### src/sv/hbbc_pkg.sv
// Shared types, codes and sizes of the hashed block buffer cache.
package hbbc_pkg;
    localparam int BUFFERS = 32;
    localparam int BUCKETS = 13;
    localparam int IDX_W   = $clog2(BUFFERS);
    localparam int BKT_W   = 4;
    localparam int CNT_W   = IDX_W + 1;
    localparam int BLK_W   = 24;

    // floor(blk / BUCKETS) == (blk * BKT_RECIP) >> BKT_SHIFT for every 24-bit blk
    localparam int               BKT_RECIP_W = 25;
    localparam logic [24:0]      BKT_RECIP   = 25'd20648882;
    localparam int               BKT_SHIFT   = 28;

    typedef enum logic [1:0] {
        ACT_GET     = 2'd0,
        ACT_RELEASE = 2'd1,
        ACT_PIN     = 2'd2,
        ACT_UNPIN   = 2'd3
    } action_t;

    typedef enum logic [1:0] {
        STAT_OK        = 2'd0,
        STAT_NO_FREE   = 2'd1,
        STAT_UNDERFLOW = 2'd2,
        STAT_RSVD      = 2'd3
    } status_t;

    typedef struct packed {
        logic [7:0]       dev;
        logic [BLK_W-1:0] blk;
        logic [7:0]       refs;
        logic [31:0]      use_time;
        logic             valid;
        logic [BKT_W-1:0] bucket;
        logic [31:0]      order;
    } entry_t;

    localparam int REC_W = $bits(entry_t);
endpackage

### src/sv/hbbc_ram.sv
// Generic single-write, single-read RAM with registered read data.
module hbbc_ram #(
    parameter int WIDTH = 8,
    parameter int DEPTH = 32
) (
    input  logic                     aclk,
    input  logic                     we,
    input  logic [$clog2(DEPTH)-1:0] waddr,
    input  logic [WIDTH-1:0]         wdata,
    input  logic [$clog2(DEPTH)-1:0] raddr,
    output logic [WIDTH-1:0]         rdata
);
    logic [WIDTH-1:0] mem [DEPTH];
    logic [WIDTH-1:0] rdata_reg;

    always_ff @(posedge aclk) begin
        if (we) begin
            mem[waddr] <= wdata;
        end
        rdata_reg <= mem[raddr];
    end

    assign rdata = rdata_reg;
endmodule

### src/sv/hashed_block_buffer_cache.sv
// Hashed block buffer cache tag store: top level.
//
// Input channel s_*: one request per transfer (get, release, pin, unpin).
// Result channel m_*: exactly one result per request, in request order.
// All per-buffer tags live in one RAM (one record per buffer, registered
// read). A get first reduces block_number mod 13 with a reciprocal
// multiply (quotient, then remainder), then streams every record through
// the compare logic once, re-reads the chosen record, writes it back and
// loads the output register; if there is no hit and no free buffer, it
// loads a no-free status without a write. Release, pin and unpin read,
// modify and write one record, then load the output register. One request
// is in work at a time; the next may be accepted while a result still
// waits in the output register.
// After reset the RAM is swept once, one record per cycle, to load the
// reset tags; no request is accepted during the sweep.
// When the receiver stalls, the result holds in the output register and
// a finished second request waits until that register frees.
module hashed_block_buffer_cache (
    input  logic        aclk,
    input  logic        aresetn,
    input  logic        s_valid,
    output logic        s_ready,
    input  logic [1:0]  s_action,
    input  logic [7:0]  s_device,
    input  logic [23:0] s_block_number,
    input  logic [4:0]  s_buffer_index,
    input  logic [31:0] s_current_tick,
    output logic        m_valid,
    input  logic        m_ready,
    output logic [4:0]  m_result_index,
    output logic        m_hit,
    output logic        m_need_fill,
    output logic [1:0]  m_status
);
    typedef enum logic [6:0] {
        ST_CLEAR  = 7'b0000001,
        ST_IDLE   = 7'b0000010,
        ST_MOD    = 7'b0000100,
        ST_SCAN   = 7'b0001000,
        ST_FETCH  = 7'b0010000,
        ST_MODIFY = 7'b0100000,
        ST_DONE   = 7'b1000000
    } state_t;

    localparam int BW = hbbc_pkg::BLK_W;
    localparam int IW = hbbc_pkg::IDX_W;
    localparam int CW = hbbc_pkg::CNT_W;
    localparam int KW = hbbc_pkg::BKT_W;
    localparam int PW = BW + hbbc_pkg::BKT_RECIP_W;
    localparam int QW = PW - hbbc_pkg::BKT_SHIFT;

    state_t state_reg, state_next;
    logic [CW-1:0] cnt_reg, cnt_next;

    logic [1:0]  act_reg, act_next;
    logic [7:0]  dev_reg, dev_next;
    logic [BW-1:0] blk_reg, blk_next;
    logic [QW-1:0] quo_reg, quo_next;
    logic [4:0]  bidx_reg, bidx_next;
    logic [31:0] tick_reg, tick_next;
    logic [KW:0] home_reg, home_next;

    logic          hf_reg, hf_next;
    logic [IW-1:0] hidx_reg, hidx_next;
    logic [31:0]   hord_reg, hord_next;
    logic          vf_reg, vf_next;
    logic [IW-1:0] vidx_reg, vidx_next;
    logic [KW:0]   vd_reg, vd_next;
    logic [31:0]   vt_reg, vt_next;
    logic [31:0]   vo_reg, vo_next;

    logic [31:0] ictr_reg, ictr_next;

    logic [4:0] ridx_reg, ridx_next;
    logic       rhit_reg, rhit_next;
    logic       rfill_reg, rfill_next;
    logic [1:0] rstat_reg, rstat_next;

    logic       m_valid_reg, m_valid_next;
    logic [4:0] m_idx_reg, m_idx_next;
    logic       m_hit_reg, m_hit_next;
    logic       m_fill_reg, m_fill_next;
    logic [1:0] m_stat_reg, m_stat_next;

    logic          we;
    logic [IW-1:0] waddr, raddr;
    hbbc_pkg::entry_t wrec, rrec;
    logic [hbbc_pkg::REC_W-1:0] rdata;

    hbbc_ram #(.WIDTH(hbbc_pkg::REC_W), .DEPTH(hbbc_pkg::BUFFERS)) u_ram (
        .aclk  (aclk),
        .we    (we),
        .waddr (waddr),
        .wdata (wrec),
        .raddr (raddr),
        .rdata (rdata)
    );

    assign rrec = hbbc_pkg::entry_t'(rdata);

    logic          accept;
    logic [PW-1:0] mod_prod;
    logic [BW-1:0] mod_rem;
    logic [KW:0]   bkt_gap;
    logic          is_match, is_free, better;
    logic [IW-1:0] prev_idx;
    logic          in_range;

    assign s_ready  = (state_reg == ST_IDLE);
    assign accept   = s_valid && s_ready;
    assign prev_idx = IW'(cnt_reg - CW'(1));
    assign in_range = ({27'd0, bidx_reg} < 32'(hbbc_pkg::BUFFERS));
    assign mod_prod = {{hbbc_pkg::BKT_RECIP_W{1'b0}}, blk_reg}
                      * {{BW{1'b0}}, hbbc_pkg::BKT_RECIP};
    assign mod_rem  = blk_reg - (BW'(quo_reg) * BW'(hbbc_pkg::BUCKETS));

    always_comb begin
        is_match = ({1'b0, rrec.bucket} == home_reg) && (rrec.dev == dev_reg)
                   && (rrec.blk == blk_reg);
        is_free  = (rrec.refs == 8'd0);
        if ({1'b0, rrec.bucket} >= home_reg) begin
            bkt_gap = {1'b0, rrec.bucket} - home_reg;
        end else begin
            bkt_gap = {1'b0, rrec.bucket} + (KW+1)'(hbbc_pkg::BUCKETS) - home_reg;
        end
        better = !vf_reg || (bkt_gap < vd_reg)
                 || ((bkt_gap == vd_reg) && ((rrec.use_time < vt_reg)
                 || ((rrec.use_time == vt_reg) && (rrec.order > vo_reg))));
    end

    always_comb begin
        state_next   = state_reg;
        cnt_next     = cnt_reg;
        act_next     = act_reg;
        dev_next     = dev_reg;
        blk_next     = blk_reg;
        quo_next     = quo_reg;
        bidx_next    = bidx_reg;
        tick_next    = tick_reg;
        home_next    = home_reg;
        hf_next      = hf_reg;
        hidx_next    = hidx_reg;
        hord_next    = hord_reg;
        vf_next      = vf_reg;
        vidx_next    = vidx_reg;
        vd_next      = vd_reg;
        vt_next      = vt_reg;
        vo_next      = vo_reg;
        ictr_next    = ictr_reg;
        ridx_next    = ridx_reg;
        rhit_next    = rhit_reg;
        rfill_next   = rfill_reg;
        rstat_next   = rstat_reg;
        m_valid_next = m_valid_reg && !m_ready;
        m_idx_next   = m_idx_reg;
        m_hit_next   = m_hit_reg;
        m_fill_next  = m_fill_reg;
        m_stat_next  = m_stat_reg;
        we           = 1'b0;
        waddr        = cnt_reg[IW-1:0];
        wrec         = rrec;
        raddr        = cnt_reg[IW-1:0];

        case (state_reg)
            ST_CLEAR: begin
                we         = 1'b1;
                wrec       = '0;
                wrec.order = 32'(cnt_reg[IW-1:0]);
                cnt_next   = cnt_reg + CW'(1);
                if (cnt_reg == CW'(hbbc_pkg::BUFFERS - 1)) begin
                    state_next = ST_IDLE;
                end
            end
            ST_IDLE: begin
                if (accept) begin
                    act_next  = s_action;
                    dev_next  = s_device;
                    blk_next  = s_block_number;
                    bidx_next = s_buffer_index;
                    tick_next = s_current_tick;
                    home_next = '0;
                    cnt_next  = '0;
                    hf_next   = 1'b0;
                    vf_next   = 1'b0;
                    rhit_next  = 1'b0;
                    rfill_next = 1'b0;
                    rstat_next = hbbc_pkg::STAT_OK;
                    ridx_next  = s_buffer_index;
                    if (s_action == hbbc_pkg::ACT_GET) begin
                        state_next = ST_MOD;
                    end else begin
                        state_next = ST_FETCH;
                    end
                end
            end
            ST_MOD: begin
                // quotient first, remainder from it in the next cycle
                if (cnt_reg == '0) begin
                    quo_next = mod_prod[PW-1:hbbc_pkg::BKT_SHIFT];
                    cnt_next = CW'(1);
                end else begin
                    home_next  = (KW+1)'(mod_rem);
                    cnt_next   = '0;
                    state_next = ST_SCAN;
                end
            end
            ST_SCAN: begin
                raddr    = cnt_reg[IW-1:0];
                cnt_next = cnt_reg + CW'(1);
                if (cnt_reg != '0) begin
                    if (is_match && (!hf_reg || rrec.order > hord_reg)) begin
                        hf_next   = 1'b1;
                        hidx_next = prev_idx;
                        hord_next = rrec.order;
                    end
                    if (is_free && better) begin
                        vf_next   = 1'b1;
                        vidx_next = prev_idx;
                        vd_next   = bkt_gap;
                        vt_next   = rrec.use_time;
                        vo_next   = rrec.order;
                    end
                end
                if (cnt_reg == CW'(hbbc_pkg::BUFFERS)) begin
                    state_next = ST_FETCH;
                end
            end
            ST_FETCH: begin
                if (act_reg != hbbc_pkg::ACT_GET) begin
                    raddr = bidx_reg[IW-1:0];
                    state_next = in_range ? ST_MODIFY : ST_DONE;
                end else if (hf_reg || vf_next) begin
                    raddr = hf_reg ? hidx_reg : vidx_reg;
                    state_next = ST_MODIFY;
                end else begin
                    ridx_next  = '0;
                    rstat_next = hbbc_pkg::STAT_NO_FREE;
                    state_next = ST_DONE;
                end
            end
            ST_MODIFY: begin
                we = 1'b1;
                state_next = ST_DONE;
                if (act_reg == hbbc_pkg::ACT_GET) begin
                    wrec.use_time = tick_reg;
                    wrec.valid    = 1'b1;
                    if (hf_reg) begin
                        waddr      = hidx_reg;
                        ridx_next  = 5'(hidx_reg);
                        rhit_next  = 1'b1;
                        rfill_next = !rrec.valid;
                        if (rrec.refs != 8'hFF) begin
                            wrec.refs = rrec.refs + 8'd1;
                        end
                    end else begin
                        waddr      = vidx_reg;
                        ridx_next  = 5'(vidx_reg);
                        rfill_next = 1'b1;
                        wrec.dev   = dev_reg;
                        wrec.blk   = blk_reg;
                        wrec.refs  = 8'd1;
                        // victim from another bucket moves home as newest member
                        if (vd_reg != '0) begin
                            wrec.bucket = KW'(home_reg);
                            wrec.order  = ictr_reg;
                            ictr_next   = ictr_reg + 32'd1;
                        end
                    end
                end else begin
                    waddr = bidx_reg[IW-1:0];
                    if (act_reg == hbbc_pkg::ACT_PIN) begin
                        if (rrec.refs != 8'hFF) begin
                            wrec.refs = rrec.refs + 8'd1;
                        end
                    end else begin
                        if (rrec.refs == 8'd0) begin
                            rstat_next = hbbc_pkg::STAT_UNDERFLOW;
                        end else begin
                            wrec.refs = rrec.refs - 8'd1;
                        end
                        if (act_reg == hbbc_pkg::ACT_RELEASE) begin
                            wrec.use_time = tick_reg;
                        end
                    end
                end
            end
            ST_DONE: begin
                if (!m_valid_reg || m_ready) begin
                    m_valid_next = 1'b1;
                    m_idx_next   = ridx_reg;
                    m_hit_next   = rhit_reg;
                    m_fill_next  = rfill_reg;
                    m_stat_next  = rstat_reg;
                    state_next   = ST_IDLE;
                end
            end
            default: begin
                state_next = ST_IDLE;
            end
        endcase
    end

    always_ff @(posedge aclk) begin
        if (!aresetn) begin
            state_reg   <= ST_CLEAR;
            cnt_reg     <= '0;
            ictr_reg    <= 32'(hbbc_pkg::BUFFERS);
            m_valid_reg <= 1'b0;
            hf_reg      <= 1'b0;
            vf_reg      <= 1'b0;
        end else begin
            state_reg   <= state_next;
            cnt_reg     <= cnt_next;
            ictr_reg    <= ictr_next;
            m_valid_reg <= m_valid_next;
            hf_reg      <= hf_next;
            vf_reg      <= vf_next;
        end
        act_reg    <= act_next;
        dev_reg    <= dev_next;
        blk_reg    <= blk_next;
        quo_reg    <= quo_next;
        bidx_reg   <= bidx_next;
        tick_reg   <= tick_next;
        home_reg   <= home_next;
        hidx_reg   <= hidx_next;
        hord_reg   <= hord_next;
        vidx_reg   <= vidx_next;
        vd_reg     <= vd_next;
        vt_reg     <= vt_next;
        vo_reg     <= vo_next;
        ridx_reg   <= ridx_next;
        rhit_reg   <= rhit_next;
        rfill_reg  <= rfill_next;
        rstat_reg  <= rstat_next;
        m_idx_reg  <= m_idx_next;
        m_hit_reg  <= m_hit_next;
        m_fill_reg <= m_fill_next;
        m_stat_reg <= m_stat_next;
    end

    assign m_valid        = m_valid_reg;
    assign m_result_index = m_idx_reg;
    assign m_hit          = m_hit_reg;
    assign m_need_fill    = m_fill_reg;
    assign m_status       = m_stat_reg;

    a_one_in_work: assert property (@(posedge aclk) disable iff (!aresetn)
        accept |=> !s_ready)
        else $error("request accepted while another is in work");

    a_no_result_in_clear: assert property (@(posedge aclk) disable iff (!aresetn)
        (state_reg == ST_CLEAR) |-> !m_valid_reg)
        else $error("result during clearing sweep");

    a_hit_ok: assert property (@(posedge aclk) disable iff (!aresetn)
        (m_valid_reg && m_hit_reg) |-> (m_stat_reg == hbbc_pkg::STAT_OK))
        else $error("hit with error status");

    a_no_free_clean: assert property (@(posedge aclk) disable iff (!aresetn)
        (m_valid_reg && m_stat_reg == hbbc_pkg::STAT_NO_FREE)
        |-> (!m_fill_reg && m_idx_reg == '0))
        else $error("empty pool result carries a buffer");
endmodule
### config.mk
export PLATFORM = sky130hd
export DESIGN_NAME = hashed_block_buffer_cache
export DESIGN_NICKNAME = d
export VERILOG_FILES = /design/src/sv/hbbc_pkg.sv /design/src/sv/hbbc_ram.sv /design/src/sv/hashed_block_buffer_cache.sv
export SDC_FILE = /design/constraint.sdc
export NUM_CORES = 2
export LEC_CHECK = 0
export BUFFER_PORTS_ARGS = -buffer_cell sky130_fd_sc_hd__buf_4
export CORE_ASPECT_RATIO = 1.1
export CORE_UTILIZATION = 45
export CTS_CLUSTER_DIAMETER = 150
export DETAILED_ROUTE_END_ITERATION = 6
export PLACE_DENSITY_LB_ADDON = 0.1
export SYNTH_ARGS = -nofsm -noshare
export SYNTH_HDL_FRONTEND = slang
export SYNTH_HIERARCHICAL = 1
export SYNTH_SLANG_ARGS = --single-unit
### constraint.sdc
create_clock -name aclk -period 29.1 [get_ports aclk]
set_input_delay 8.73 -clock aclk [delete_from_list [all_inputs] [get_ports aclk]]
set_output_delay 8.73 -clock aclk [all_outputs]
set_load 0.005 [all_outputs]
==> run summary <==
CTS Hold Bufs = 0
RSZ-0062 raised after global routing = false
first-pass iteration count of the detailed router = 6
synth warn = 6
via count = 83,190
peak supply drop = 0.00005385 V
type of origin of the critical path = flop
drt first-iter violations = 9,831
DIE HEIGHT = 619.4 microns
first-pass GRT wire length = 651,200 microns
vias in the first global route = 83,600
Critical Path End Type = output port
FP Rows = 226
CP required = 20.37 ns
DRC errors left = 0
port bufs = 85
ys flop type = edfxtp_1
Total Die Area = 348,900 sq um
largest fanout on the critical path = 6
hpwl dp = 252,700 microns
Final Hold Vio Count = 0
GR Overflow Total = 0
Final Cycle Share = 38.03%
final setup fails = 0
mapped cell area = 156,000 sq um
maximum clock path buffer count = 4
setup_tns = 0 ns
Worst Skew = 0.04754 ns
R2R depth = 10
Post-CTS Setup Bufs = 0
Nets = 9,393
hold path endpoint = vt_reg[0]$_DFFE_PP_
wire per inst = 34.03 microns
Worst Min Path Start = u_ram/rdata[37]$_DFF_P_
max cap viols = 0
Util after Layout = 51.18%
Static Leakage = 0.05821 uW
core area = 344,700 sq um
post-CTS sizing = 0
Die X = 563.3 microns
antenna violations before repair = 15
Slew Viols, Final = 0
Worst-path clk slew = 0.06 ns
Max-slew headroom = 5.595%
final wirelength = 468,400 microns
Seq/Total Area, Yosys = 73.22%
number of distinct library cells after synthesis = 84
commonest cells after routing, fill and taps aside = edfxtp_1 (3,698), mux2i_1 (880), a22oi_1 (579), inv_1 (439), mux4_2 (437)
clock tree sinks = 3,855
vias per cell = 6.043
CTS Buf Count = 397
Yosys top cell by area = edfxtp_1
CTS H-Tree Depth = 5
share of cells above drive strength 1 = 16.74%
FF-to-FF End = u_ram/rdata[88]$_DFF_P_
CTS root buf = clkbuf_16
Power Dens Cells = 79.05 nW/um^2
most common cell after layout, fill and taps aside = edfxtp_1
hold path depth = 0
CTS tree = done
clk_lat worst skew = 0.96 ns
Tightest Pin Transition = 1.416 ns
top cells by area, synth = edfxtp_1 (71%), mux4_2 (6.3%), mux2i_1 (5.6%), a22oi_1 (2.8%), ha_1 (2.4%)
Syn Nets = 9,037
critical path arrival = 2.34 ns
max reg flops = 3,488
Final ANT Viol Nets = 0
largest net degree at the start of global routing = 128
Final Wtd Congestion = 0.8337
post-placement cell count = 13,020
Initial Util = 45.25%
Critical R2R Launch = hf_reg$_SDFFE_PN0P_
Post-synth EDFFs = 3,698
I/O Pins = 86
final std cells w/o fill = 13,770
fmax = 90.37 MHz
post-synth top area share = 71.20%
Worst Hold Class = reg -> reg
ys async rst share = 0%
register bit total from synthesis = 3,855
Global Route Usage Sum = 26.70%
outcome = complete, no violations
Final Critical Period = 11.07 ns
Area Growth Syn to Fin = 13.11%
Mean Syn Cell Area = 18.34 sq um
Syn Inst Count = 8,506
crit path kind = reg -> out
FF-to-FF setup slack = 21.86 ns
power by group:
| group | internal (uW) | switching, uW | leakage, uW |
|---|---|---|---|
| Clock | 2960 | 2160 | 0.00639 |
| Combinational | 684 | 1340 | 0.0164 |
| Sequential | 6620 | 193 | 0.0355 |
logic make-up (layout without fill, tap and decap cells):
family | after synthesis | after routing | share of synthesized area, %
buffers and inverters | 854 | 1550 | 2.365
muxes | 1319 | 1319 | 11.97
DFF | 3855 | 3855 | 73.22
adders and majority gates | 456 | 456 | 4.433
and+or+nand+nor | 880 | 880 | 2.769
other | 0 | 4 | 0
xor gates and xnor gates | 99 | 99 | 0.5560
AOI/OAI and AO/OA | 1043 | 1043 | 4.686
layout make-up:
type | count | area [sq um]
fillers | 27770 | 168300
flip-flops and latches | 3855 | 114200
multi-input cells | 3797 | 38910
clock buffers | 540 | 11010
well taps | 4560 | 5705
repair buffers | 370 | 2890
clock inverters | 199 | 2042
inverters | 441 | 1658
diodes | 4 | 10.01
routing by layer:
layer / global-route usage [%] / vias to the layer above / wire, microns
li1: - / 34580 / -
met4: 6.965 / 2 / 12630
met5: 0 / - / 7
met2: 45.13 / 2972 / 232800
met3: 3.221 / 557 / 28700
met1: 36.72 / 45090 / 194300
how the worst max path moves through the flow:
stage / to / start / slack (ns)
CTS: s_ready / state_reg[6]$_SDFFE_PN0P_ / 18.00
finish: s_ready / state_reg[6]$_SDFFE_PN0P_ / 18.03
global placement: dev_reg[4]$_DFFE_PP_ / s_valid / 18.25
detailed placement: tick_reg[27]$_DFFE_PP_ / s_valid / 18.16
floorplan: vd_reg[0]$_DFFE_PP_ / home_reg[2]$_SDFFCE_PN0P_ / 17.06
global route: s_ready / state_reg[6]$_SDFFE_PN0P_ / 17.97
per-stage QoR:
step / power (uW) / setup WS [ns] / hold WS, ns / area, sq um
global placement: 8911 / 18.25 / 0.4262 / 163300
detailed placement: 8956 / 18.16 / 0.4392 / 163300
floorplan: 8111 / 17.06 / 0.4003 / 156000
finish: 13950 / 18.03 / 0.4513 / 176400
global route: 14390 / 17.97 / 0.4697 / 176400
CTS: 14040 / 18.00 / 0.4533 / 176400
synth_stat cells, drive strengths merged (28+ instances only):
master / n
mux4: 437
nor2: 121
ha: 295
nor2b: 28
a21oi: 83
mux2i: 880
buf: 209
nand2: 274
nand3: 248
xor2: 45
a21o: 30
edfxtp: 3698
xnor2: 54
nand4: 87
fa: 161
dfxtp: 157
a22o: 66
o21ai: 148
a22oi: 579
inv: 441
clkbuf: 204
a31oi: 64
worst max-delay path, stage by stage, from the launching register on:
cell and delay (ns):
dfxtp_1 0.38, nor3_2 0.32, nand4b_1 0.23, inv_1 0.21, buf_4 0.22
No activity file was read; power rests on OpenSTA's default activity.
